**config.mk**
```make
export PLATFORM = sky130hd
export DESIGN_NAME = glyph_line_layout
export DESIGN_NICKNAME = d
export VERILOG_FILES = /design/src/hdl/gll_pkg.sv /design/src/hdl/gll_front.sv /design/src/hdl/gll_queue.sv /design/src/hdl/gll_back.sv /design/src/hdl/glyph_line_layout.sv
export SDC_FILE = /design/constraint.sdc
export NUM_CORES = 2
export LEC_CHECK = 0
export BUFFER_PORTS_ARGS = -buffer_cell sky130_fd_sc_hd__buf_2
export CORE_MARGIN = 2
export CORE_UTILIZATION = 30
export CTS_BUF_LIST = sky130_fd_sc_hd__clkbuf_4
export DETAILED_ROUTE_END_ITERATION = 16
export PLACE_DENSITY = 0.51
export SLEW_MARGIN = 5
export SYNTH_ARGS = -nofsm -noshare
export SYNTH_HDL_FRONTEND = slang
export SYNTH_SLANG_ARGS = --single-unit
```
**constraint.sdc**
```tcl
create_clock -name clock -period 6.5 [get_ports clock]
set_clock_uncertainty 0.05 [all_clocks]
set_input_delay 1.3 -clock clock [delete_from_list [all_inputs] [get_ports clock]]
set_output_delay 1.3 -clock clock [all_outputs]
set_load 0.02 [all_outputs]
```
**src/hdl/gll_pkg.sv**
```systemverilog
// Types and constants of the glyph line layout block.
// Used by every module of the block; no dependencies.
package gll_pkg;

   localparam int GLYPH_COUNT = 256;
   localparam int TABLE_BITS  = 8;
   localparam int CSR_IDX_BITS = 1;

   localparam logic [7:0] CODE_END     = 8'hFF;
   localparam logic [7:0] CODE_NEWLINE = 8'hFE;
   localparam logic [7:0] CODE_UNSUP   = 8'hF7;
   localparam int         LINE_STEP    = 16;
   localparam logic [7:0] MAX_WIDTH    = 8'd16;

   localparam logic OP_GLYPH = 1'b0;
   localparam logic OP_WRITE = 1'b1;

   localparam logic [CSR_IDX_BITS-1:0] CSR_START_X = 1'b0;
   localparam logic [CSR_IDX_BITS-1:0] CSR_START_Y = 1'b1;

   typedef enum logic [2:0] {
      ST_PLACED      = 3'd0,
      ST_LINE_BREAK  = 3'd1,
      ST_END         = 3'd2,
      ST_UNSUPPORTED = 3'd3,
      ST_INVALID     = 3'd4,
      ST_IGNORED     = 3'd5
   } status_type;

   typedef enum logic [1:0] {
      CLS_GLYPH,
      CLS_NEWLINE,
      CLS_END,
      CLS_UNSUP
   } cls_type;

   typedef struct packed {
      logic       op;
      logic [7:0] code;
      logic [7:0] width_value;
      logic       first;
      logic       last;
   } req_type;

   typedef struct packed {
      status_type         status;
      logic [7:0]         glyph;
      logic signed [15:0] pos_x;
      logic signed [15:0] pos_y;
      logic [4:0]         glyph_width;
      logic               truncated;
   } rsp_type;

   // A classified request with its looked-up width.
   typedef struct packed {
      cls_type    cls;
      logic [7:0] code;
      logic [7:0] width;
      logic       first;
      logic       last;
   } item_type;

   typedef struct packed {
      logic     valid;
      item_type item;
   } link_type;

endpackage

```
**src/hdl/gll_front.sv**
```systemverilog
// Front end: accepts requests, keeps the glyph width table and classifies glyph codes.
// Depends on gll_pkg.
module gll_front (
   input  logic              clock,
   input  logic              reset,
   input  logic              req_valid,
   output logic              req_stall,
   input  gll_pkg::req_type  req_data,
   output gll_pkg::link_type fwd,
   input  logic              q_ready
);
   import gll_pkg::*;

   logic [7:0]             mem [GLYPH_COUNT];
   logic [GLYPH_COUNT-1:0] tvld_ff;
   logic [7:0]             rd_ff;
   logic                   rdv_ff;
   logic                   f_valid_ff;
   logic                   f_valid_in;
   cls_type                cls_ff;
   cls_type                cls_in;
   logic [7:0]             code_ff;
   logic                   first_ff;
   logic                   last_ff;
   logic                   accept;
   logic                   acc_glyph;
   logic                   acc_write;

   assign req_stall = f_valid_ff & ~q_ready;
   assign accept    = req_valid & ~req_stall;
   assign acc_glyph = accept & (req_data.op == OP_GLYPH);
   assign acc_write = accept & (req_data.op == OP_WRITE);

   // A held item leaves as soon as the queue has room.
   assign f_valid_in = acc_glyph | (f_valid_ff & ~q_ready);

   always_comb begin
      priority if (req_data.code == CODE_END) begin
         cls_in = CLS_END;
      end else if (req_data.code == CODE_NEWLINE) begin
         cls_in = CLS_NEWLINE;
      end else if (req_data.code >= CODE_UNSUP) begin
         cls_in = CLS_UNSUP;
      end else begin
         cls_in = CLS_GLYPH;
      end
   end

   always_ff @(posedge clock) begin
      if (acc_write) begin
         mem[req_data.code[TABLE_BITS-1:0]] <= req_data.width_value;
      end
      if (acc_glyph) begin
         rd_ff    <= mem[req_data.code[TABLE_BITS-1:0]];
         cls_ff   <= cls_in;
         code_ff  <= req_data.code;
         first_ff <= req_data.first;
         last_ff  <= req_data.last;
      end
   end

   // Entries never written read as zero width.
   always_ff @(posedge clock) begin
      if (reset) begin
         tvld_ff    <= '0;
         rdv_ff     <= 1'b0;
         f_valid_ff <= 1'b0;
      end else begin
         f_valid_ff <= f_valid_in;
         if (acc_write) begin
            tvld_ff[req_data.code[TABLE_BITS-1:0]] <= 1'b1;
         end
         if (acc_glyph) begin
            rdv_ff <= tvld_ff[req_data.code[TABLE_BITS-1:0]];
         end
      end
   end

   assign fwd.valid      = f_valid_ff;
   assign fwd.item.cls   = cls_ff;
   assign fwd.item.code  = code_ff;
   assign fwd.item.width = rdv_ff ? rd_ff : 8'd0;
   assign fwd.item.first = first_ff;
   assign fwd.item.last  = last_ff;

endmodule

```
**src/hdl/gll_queue.sv**
```systemverilog
// Two-entry queue between the front end and the layout back end.
// Depends on gll_pkg.
module gll_queue (
   input  logic              clock,
   input  logic              reset,
   input  gll_pkg::link_type push,
   output logic              q_ready,
   output gll_pkg::link_type head,
   input  logic              pop
);
   import gll_pkg::*;

   item_type   slot_ff [2];
   logic       wr_ff;
   logic       wr_in;
   logic       rd_ff;
   logic       rd_in;
   logic [1:0] cnt_ff;
   logic [1:0] cnt_in;
   logic       do_push;
   logic       do_pop;

   assign q_ready = (cnt_ff != 2'd2);
   assign do_push = push.valid & q_ready;
   assign do_pop  = pop & (cnt_ff != 2'd0);

   assign wr_in  = do_push ? ~wr_ff : wr_ff;
   assign rd_in  = do_pop ? ~rd_ff : rd_ff;
   assign cnt_in = cnt_ff + {1'b0, do_push} - {1'b0, do_pop};

   always_ff @(posedge clock) begin
      if (do_push) begin
         slot_ff[wr_ff] <= push.item;
      end
   end

   always_ff @(posedge clock) begin
      if (reset) begin
         wr_ff  <= 1'b0;
         rd_ff  <= 1'b0;
         cnt_ff <= 2'd0;
      end else begin
         wr_ff  <= wr_in;
         rd_ff  <= rd_in;
         cnt_ff <= cnt_in;
      end
   end

   assign head.valid = (cnt_ff != 2'd0);
   assign head.item  = slot_ff[rd_ff];

endmodule

```
**src/hdl/gll_back.sv**
```systemverilog
// Back end: pen state, start registers and the layout decision for each glyph.
// Depends on gll_pkg.
module gll_back #(
   parameter int COORD_BITS = 16
) (
   input  logic                             clock,
   input  logic                             reset,
   input  logic                             csr_wr_en,
   input  logic [gll_pkg::CSR_IDX_BITS-1:0] csr_index,
   input  logic [15:0]                      csr_wdata,
   input  gll_pkg::link_type                head,
   output logic                             pop,
   output logic                             rsp_valid,
   input  logic                             rsp_stall,
   output gll_pkg::rsp_type                 rsp_data
);
   import gll_pkg::*;

   localparam int PW = (COORD_BITS > 16) ? COORD_BITS : 16;
   // Largest pen coordinate, 2^(COORD_BITS-1)-1, one bit wider than the pen.
   localparam logic signed [PW:0] CMAX =
      {{(PW-COORD_BITS+2){1'b0}}, {(COORD_BITS-1){1'b1}}};

   logic signed [15:0]   start_x_ff;
   logic signed [15:0]   start_y_ff;
   logic signed [PW-1:0] pen_x_ff;
   logic signed [PW-1:0] pen_y_ff;
   logic                 term_ff;
   logic                 rsp_valid_ff;
   rsp_type              rsp_ff;

   logic signed [PW-1:0] sx;
   logic signed [PW-1:0] sy;
   logic signed [PW-1:0] px0;
   logic signed [PW-1:0] py0;
   logic                 t0;
   logic signed [PW:0]   sum_x;
   logic signed [PW:0]   sum_y;
   logic signed [PW-1:0] pen_x_in;
   logic signed [PW-1:0] pen_y_in;
   logic                 term_in;
   logic signed [PW-1:0] out_x;
   logic signed [PW-1:0] out_y;
   status_type           st;
   logic [4:0]           gw;
   logic                 trunc;
   item_type             it;

   assign it  = head.item;
   assign pop = head.valid & (~rsp_valid_ff | ~rsp_stall);

   assign sx  = PW'(start_x_ff);
   assign sy  = PW'(start_y_ff);
   assign px0 = it.first ? sx : pen_x_ff;
   assign py0 = it.first ? sy : pen_y_ff;
   assign t0  = it.first ? 1'b0 : term_ff;

   assign sum_x = (PW+1)'(px0) + $signed({{(PW-8){1'b0}}, 1'b0, it.width});
   assign sum_y = (PW+1)'(py0) + (PW+1)'(LINE_STEP);

   always_comb begin
      st       = ST_IGNORED;
      gw       = 5'd0;
      trunc    = 1'b0;
      term_in  = t0;
      pen_x_in = px0;
      pen_y_in = py0;
      out_x    = px0;
      out_y    = py0;
      if (!t0) begin
         unique case (it.cls)
            CLS_END: begin
               st      = ST_END;
               term_in = 1'b1;
            end
            CLS_UNSUP: begin
               st      = ST_UNSUPPORTED;
               term_in = 1'b1;
            end
            CLS_NEWLINE: begin
               if (sum_y > CMAX) begin
                  st      = ST_INVALID;
                  term_in = 1'b1;
               end else begin
                  st       = ST_LINE_BREAK;
                  pen_y_in = sum_y[PW-1:0];
                  pen_x_in = sx;
                  out_x    = sx;
                  out_y    = sum_y[PW-1:0];
                  trunc    = it.last;
                  term_in  = it.last;
               end
            end
            CLS_GLYPH: begin
               if (it.width == 8'd0 || it.width > MAX_WIDTH || sum_x > CMAX) begin
                  st      = ST_INVALID;
                  term_in = 1'b1;
               end else begin
                  st       = ST_PLACED;
                  gw       = it.width[4:0];
                  pen_x_in = sum_x[PW-1:0];
                  trunc    = it.last;
                  term_in  = it.last;
               end
            end
            default: begin
               st = ST_IGNORED;
            end
         endcase
      end
   end

   always_ff @(posedge clock) begin
      if (reset) begin
         start_x_ff   <= '0;
         start_y_ff   <= '0;
         pen_x_ff     <= '0;
         pen_y_ff     <= '0;
         term_ff      <= 1'b0;
         rsp_valid_ff <= 1'b0;
      end else begin
         if (csr_wr_en) begin
            unique case (csr_index)
               CSR_START_X: start_x_ff <= csr_wdata;
               CSR_START_Y: start_y_ff <= csr_wdata;
               default:     start_x_ff <= start_x_ff;
            endcase
         end
         if (pop) begin
            pen_x_ff <= pen_x_in;
            pen_y_ff <= pen_y_in;
            term_ff  <= term_in;
         end
         rsp_valid_ff <= pop | (rsp_valid_ff & rsp_stall);
      end
   end

   always_ff @(posedge clock) begin
      if (pop) begin
         rsp_ff.status      <= st;
         rsp_ff.glyph       <= it.code;
         rsp_ff.pos_x       <= out_x[15:0];
         rsp_ff.pos_y       <= out_y[15:0];
         rsp_ff.glyph_width <= gw;
         rsp_ff.truncated   <= trunc;
      end
   end

   assign rsp_valid = rsp_valid_ff;
   assign rsp_data  = rsp_ff;

endmodule

```
**src/hdl/glyph_line_layout.sv**
```systemverilog
// Glyph line layout: top level joining front end, queue and back end.
// Depends on gll_pkg, gll_front, gll_queue and gll_back.
//
// Usage: each request carries either a glyph byte (op 0) or a width table
// write (op 1). A glyph request yields exactly one response with its status
// and screen position; a table write yields none. The user must write
// start_x and start_y on the csr_ port (index 0 and 1) only while the
// block is idle; the block does not enforce this. A glyph reaches
// rsp_valid through table read, queue and layout register. Throughput is
// one request per cycle while rsp_stall is low, set by the single width
// table read and one pen add and compare per cycle in the back end. Reset
// clears the width table valid bits, so every width reads as zero, and
// clears the pen, the termination flag and the start registers. When the
// receiver stalls, the response holds and up to three more glyphs gather
// in the queue and front register before req_stall rises.
module glyph_line_layout #(
   parameter int COORD_BITS = 16
) (
   input  logic                             clock,
   input  logic                             reset,
   input  logic                             req_valid,
   output logic                             req_stall,
   input  gll_pkg::req_type                 req_data,
   output logic                             rsp_valid,
   input  logic                             rsp_stall,
   output gll_pkg::rsp_type                 rsp_data,
   input  logic                             csr_wr_en,
   input  logic [gll_pkg::CSR_IDX_BITS-1:0] csr_index,
   input  logic [15:0]                      csr_wdata
);
   import gll_pkg::*;

   link_type fwd;
   link_type head;
   logic     q_ready;
   logic     pop;

   gll_front u_front (
      .clock     (clock),
      .reset     (reset),
      .req_valid (req_valid),
      .req_stall (req_stall),
      .req_data  (req_data),
      .fwd       (fwd),
      .q_ready   (q_ready)
   );

   gll_queue u_queue (
      .clock   (clock),
      .reset   (reset),
      .push    (fwd),
      .q_ready (q_ready),
      .head    (head),
      .pop     (pop)
   );

   gll_back #(
      .COORD_BITS (COORD_BITS)
   ) u_back (
      .clock     (clock),
      .reset     (reset),
      .csr_wr_en (csr_wr_en),
      .csr_index (csr_index),
      .csr_wdata (csr_wdata),
      .head      (head),
      .pop       (pop),
      .rsp_valid (rsp_valid),
      .rsp_stall (rsp_stall),
      .rsp_data  (rsp_data)
   );

endmodule

```
==> results list <==
- TritonCTS built the clock tree.
- Yosys mapped a number of flops with a built-in enable equal to 2157.
- I/O Pins: 92
* Die Outline Area: 328000 µm²
- Across the VDD grid, the largest voltage drop is 268 µV.
- For this run, the register share of the synthesized area comes to 0.735.
* Final sum of negative setup slack: 0 ns
- Initial antenna violation count: 23
- Wire segments on met2 add up to 128 mm in the final route.
* Die Span X: 573 µm
* Post-cts resize count: 0
- In the finished design, the share of the clock period the worst path needs comes to 0.777.
- After layout, the minimum clock period comes to 5.05 ns.
* Standard-cell row count: 208
* Commonest non-fill, non-tap cells in the layout: edfxtp_1, clkbuf_4, nor2_1
- Clk sink count: 2486
- The synthesized netlist occupies a cell area of 97100 µm².
- In this run the worst path has a maximum fanout of 33.
- Across all register-to-register paths, the minimum setup slack is 1.45 ns.
- Buffers inserted during clock tree synthesis total 657.
- Synth top area cells: edfxtp_1, mux4_2, dfxtp_1, nor2_1, nand2_1
* Uppermost metal layer occupied by signal nets: met5
* PwrDens: 305 nW/µm²
- Counting distinct cell types in the post-synthesis netlist gives 79.
- Post-Layout Inst Area: 113000 µm²
- Gate count of the mapped netlist: 5043
- Of the post-synthesis cell area, the dominant cell type holds 0.667.
- At the end of the flow, the number of nets in the layout was 5789.
- Flip-flop cell with the highest count after synthesis: edfxtp_1
* Count of synthesis-stage warnings from yosys: 0
* Placed wire-length estimate after detailed placement: 160 mm
* Setup repair after global routing missed its margin: no
- Excluding fillers, the count of instances in the completed layout stands at 10600.
- Dividing the detail-routed via count by the number of cells gives 4.92.
- Outcome: completed
- First-pass iteration count of the detailed router: 6
* H-tree depth reported by CTS: 6
- At the later pin of the worst-skew pair, clock insertion delay measures 1.29 ns.
* Number of max-slew violations in the final report: 0
- Number of storage elements in the synthesis netlist: 2486
- STA puts the critical path data required time at 7.62 ns.
- Across the run, the number of max-cap violations was 0.
- CP Capture Type: flop
* Clock root buffer master: clkbuf_4
- Termination of the worst setup path: u_back.pen_y_ff[14]$_SDFFE_PP0P_
- Of all flip-flops after synthesis, the portion carrying an async set or reset was 0.
- Net count of the mapped netlist: 5097
- Longest Clk Path Bufs: 4
- After clock tree synthesis, the clock-pin slew on the worst setup and hold paths is 0.06 ns.
- Initial DRC count: 4994
* GR Util All Layers: 0.158
- The number of hold violations in the final report was 0.
- Total congestion overflow after global routing: 0
- Tightest slew margin relative to the limit: 0.0365
* Die Y-Extent: 573 µm
- Proportion of layout cells with a drive suffix above 1: 0.357
* First-pass GRT wire length: 383 mm
- For this block, wires on met1 add up to 115 mm.
* Setup repair bufs after CTS: 0
* Terminus of the critical flop-to-flop path: u_back.pen_y_ff[14]$_SDFFE_PP0P_
* Number of global-route vias before repair: 53700
- Count of antenna-violating nets left after detailed routing: 0
- Number of setup violations in the final report: 0
* Vias after detailed routing: 52000
- Summed over all cells, the static leakage comes to 36.3 nW.
* Pin count of the biggest net entering global routing: 169
* Class of the tightest hold or removal check: input port to flop
- The area growth from synthesis to layout is 15.9%.
- Total placed cells including tap cells: 9381
- Maximum achievable frequency: 198 MHz
* Crit Path Class: flop to flop
- The final layout contains routed wiring with a total length of 265 mm.
- Hold buffer count at CTS: 0
- Final routed DRC violation total: 0
* Most common cell after layout, fill and taps aside: edfxtp_1
- The largest total area in the synthesized netlist belongs to edfxtp_1.
* Worst EP arrival: 6.17 ns
* Number of cell instances on the worst register-to-register path: 13
- Wire length per cell after detailed routing: 25.1 µm
- Startpoint type of the worst setup path: flop
* Starting density of the core: 0.302
- Worst Max-Slew Pin Slew: 1.44 ns
- After detailed routing, the met3 layer carries 15.6 mm of wire.
* Number of buffer cells added on primary ports: 91
- Summing all placed instances gives a cell area of 104000 µm².
* Core area: 322000 µm²
- The congestion estimate from routability-driven global placement came to 0.794.
- Average instance area after synthesis: 19.3 µm²
[where the power goes]
part           switching, W  internal [W]  leakage, nW
Combinational       0.00185      0.000979         9.17
Clock               0.00647       0.00730         5.05
Sequential         0.000135        0.0176         22.1
Total               0.00845        0.0259         36.3
[registers in the layout, summed over array words and instances, names as in the netlist, 2 cells and up, named ones only]
name and count:
u_back.pen_x_ff 16, u_front.rd_ff 8, u_back.rsp_data 49, u_back.start_y_ff 16
u_back.pen_y_ff 16, u_front.cls_ff 2, u_front.mem 2048, u_back.start_x_ff 16
u_front.code_ff 8, u_queue.slot_ff 40, u_queue.cnt_ff 2, u_front.tvld_ff 256
[critical path: stages, from the launching register on]
cell,delay [ns]
dfxtp_1,0.41
mux2_2,0.74
nand2_1,0.10
and2_1,0.21
inv_1,0.08
ha_1,0.34
nand4_1,0.18
mux2i_1,0.27
mux2_1,0.35
o2111a_1,0.35
a211oi_4,0.84
nand4_2,0.34
or4_1,0.58
nand2_1,0.08
[worst min-delay path by stage]
stage | startpoint | endpoint | cells past startpoint
4_1_cts | req_data[0] | u_front.last_ff$_DFFE_PP_ | 1
3_5_place_dp | u_front.first_ff$_DFFE_PP_ | u_queue.slot_ff[1][1]$_DFFE_PP_ | 0
2_1_floorplan | u_front.last_ff$_DFFE_PP_ | u_queue.slot_ff[0][0]$_DFFE_PP_ | 0
6_report | req_data[1] | u_front.first_ff$_DFFE_PP_ | 1
5_1_grt | req_data[0] | u_front.last_ff$_DFFE_PP_ | 1
3_3_place_gp | u_front.first_ff$_DFFE_PP_ | u_queue.slot_ff[1][1]$_DFFE_PP_ | 0
[cells in the mapped netlist (all sizes together) (11+ instances only)]
cell type,n
nor2,787
nand2,182
nand3,47
nor3,22
o21ba,28
buf,114
edfxtp,2157
and2,21
inv,22
o21ai,31
ha,12
a211oi,12
clkbuf,175
nor2b,11
a21oi,65
nand4,14
mux2i,34
o211ai,13
xnor2,21
mux4,744
mux2,49
a22oi,12
dfxtp,329
[stage by stage]
stage / power [W] / util / worst slack, ns / hold WS, ns
6_report: 0.0343 / 0.350 / 1.45 / 0.190
5_1_grt: 0.0358 / 0.350 / 1.11 / 0.0662
4_1_cts: 0.0348 / 0.350 / 1.42 / 0.0149
3_5_place_dp: 0.0209 / 0.324 / 1.09 / 0.382
3_3_place_gp: 0.0209 / 0.324 / 1.04 / 0.375
2_1_floorplan: 0.0197 / - / 1.70 / 0.371
[layout make-up]
type,count,area (µm²)
inverter,23,93.8
multi-input combinational,2245,24600
clock buffer,998,7490
clock inverter,163,971
timing repair buffer,322,2730
sequential,2486,71400
antenna,9,22.5
fill,30500,209000
tap,4305,5390
[kinds of logic after synthesis]
family | synth area share
AOI/OAI and AO/OA | 0.0180
xor gates and xnor gates | 0.00234
adders and majority gates | 0.00197
buffers and inverters | 0.0132
DFF | 0.735
muxes | 0.182
and+or+nand+nor | 0.0480
[metal layers]
layer  track usage  vias to the layer above
li1              -                    22100
met1         0.216                    27500
met2         0.259                     1895
met3        0.0288                      429
met4        0.0442                        8
met5             0                        -
(Power assumes the default switching activity.)
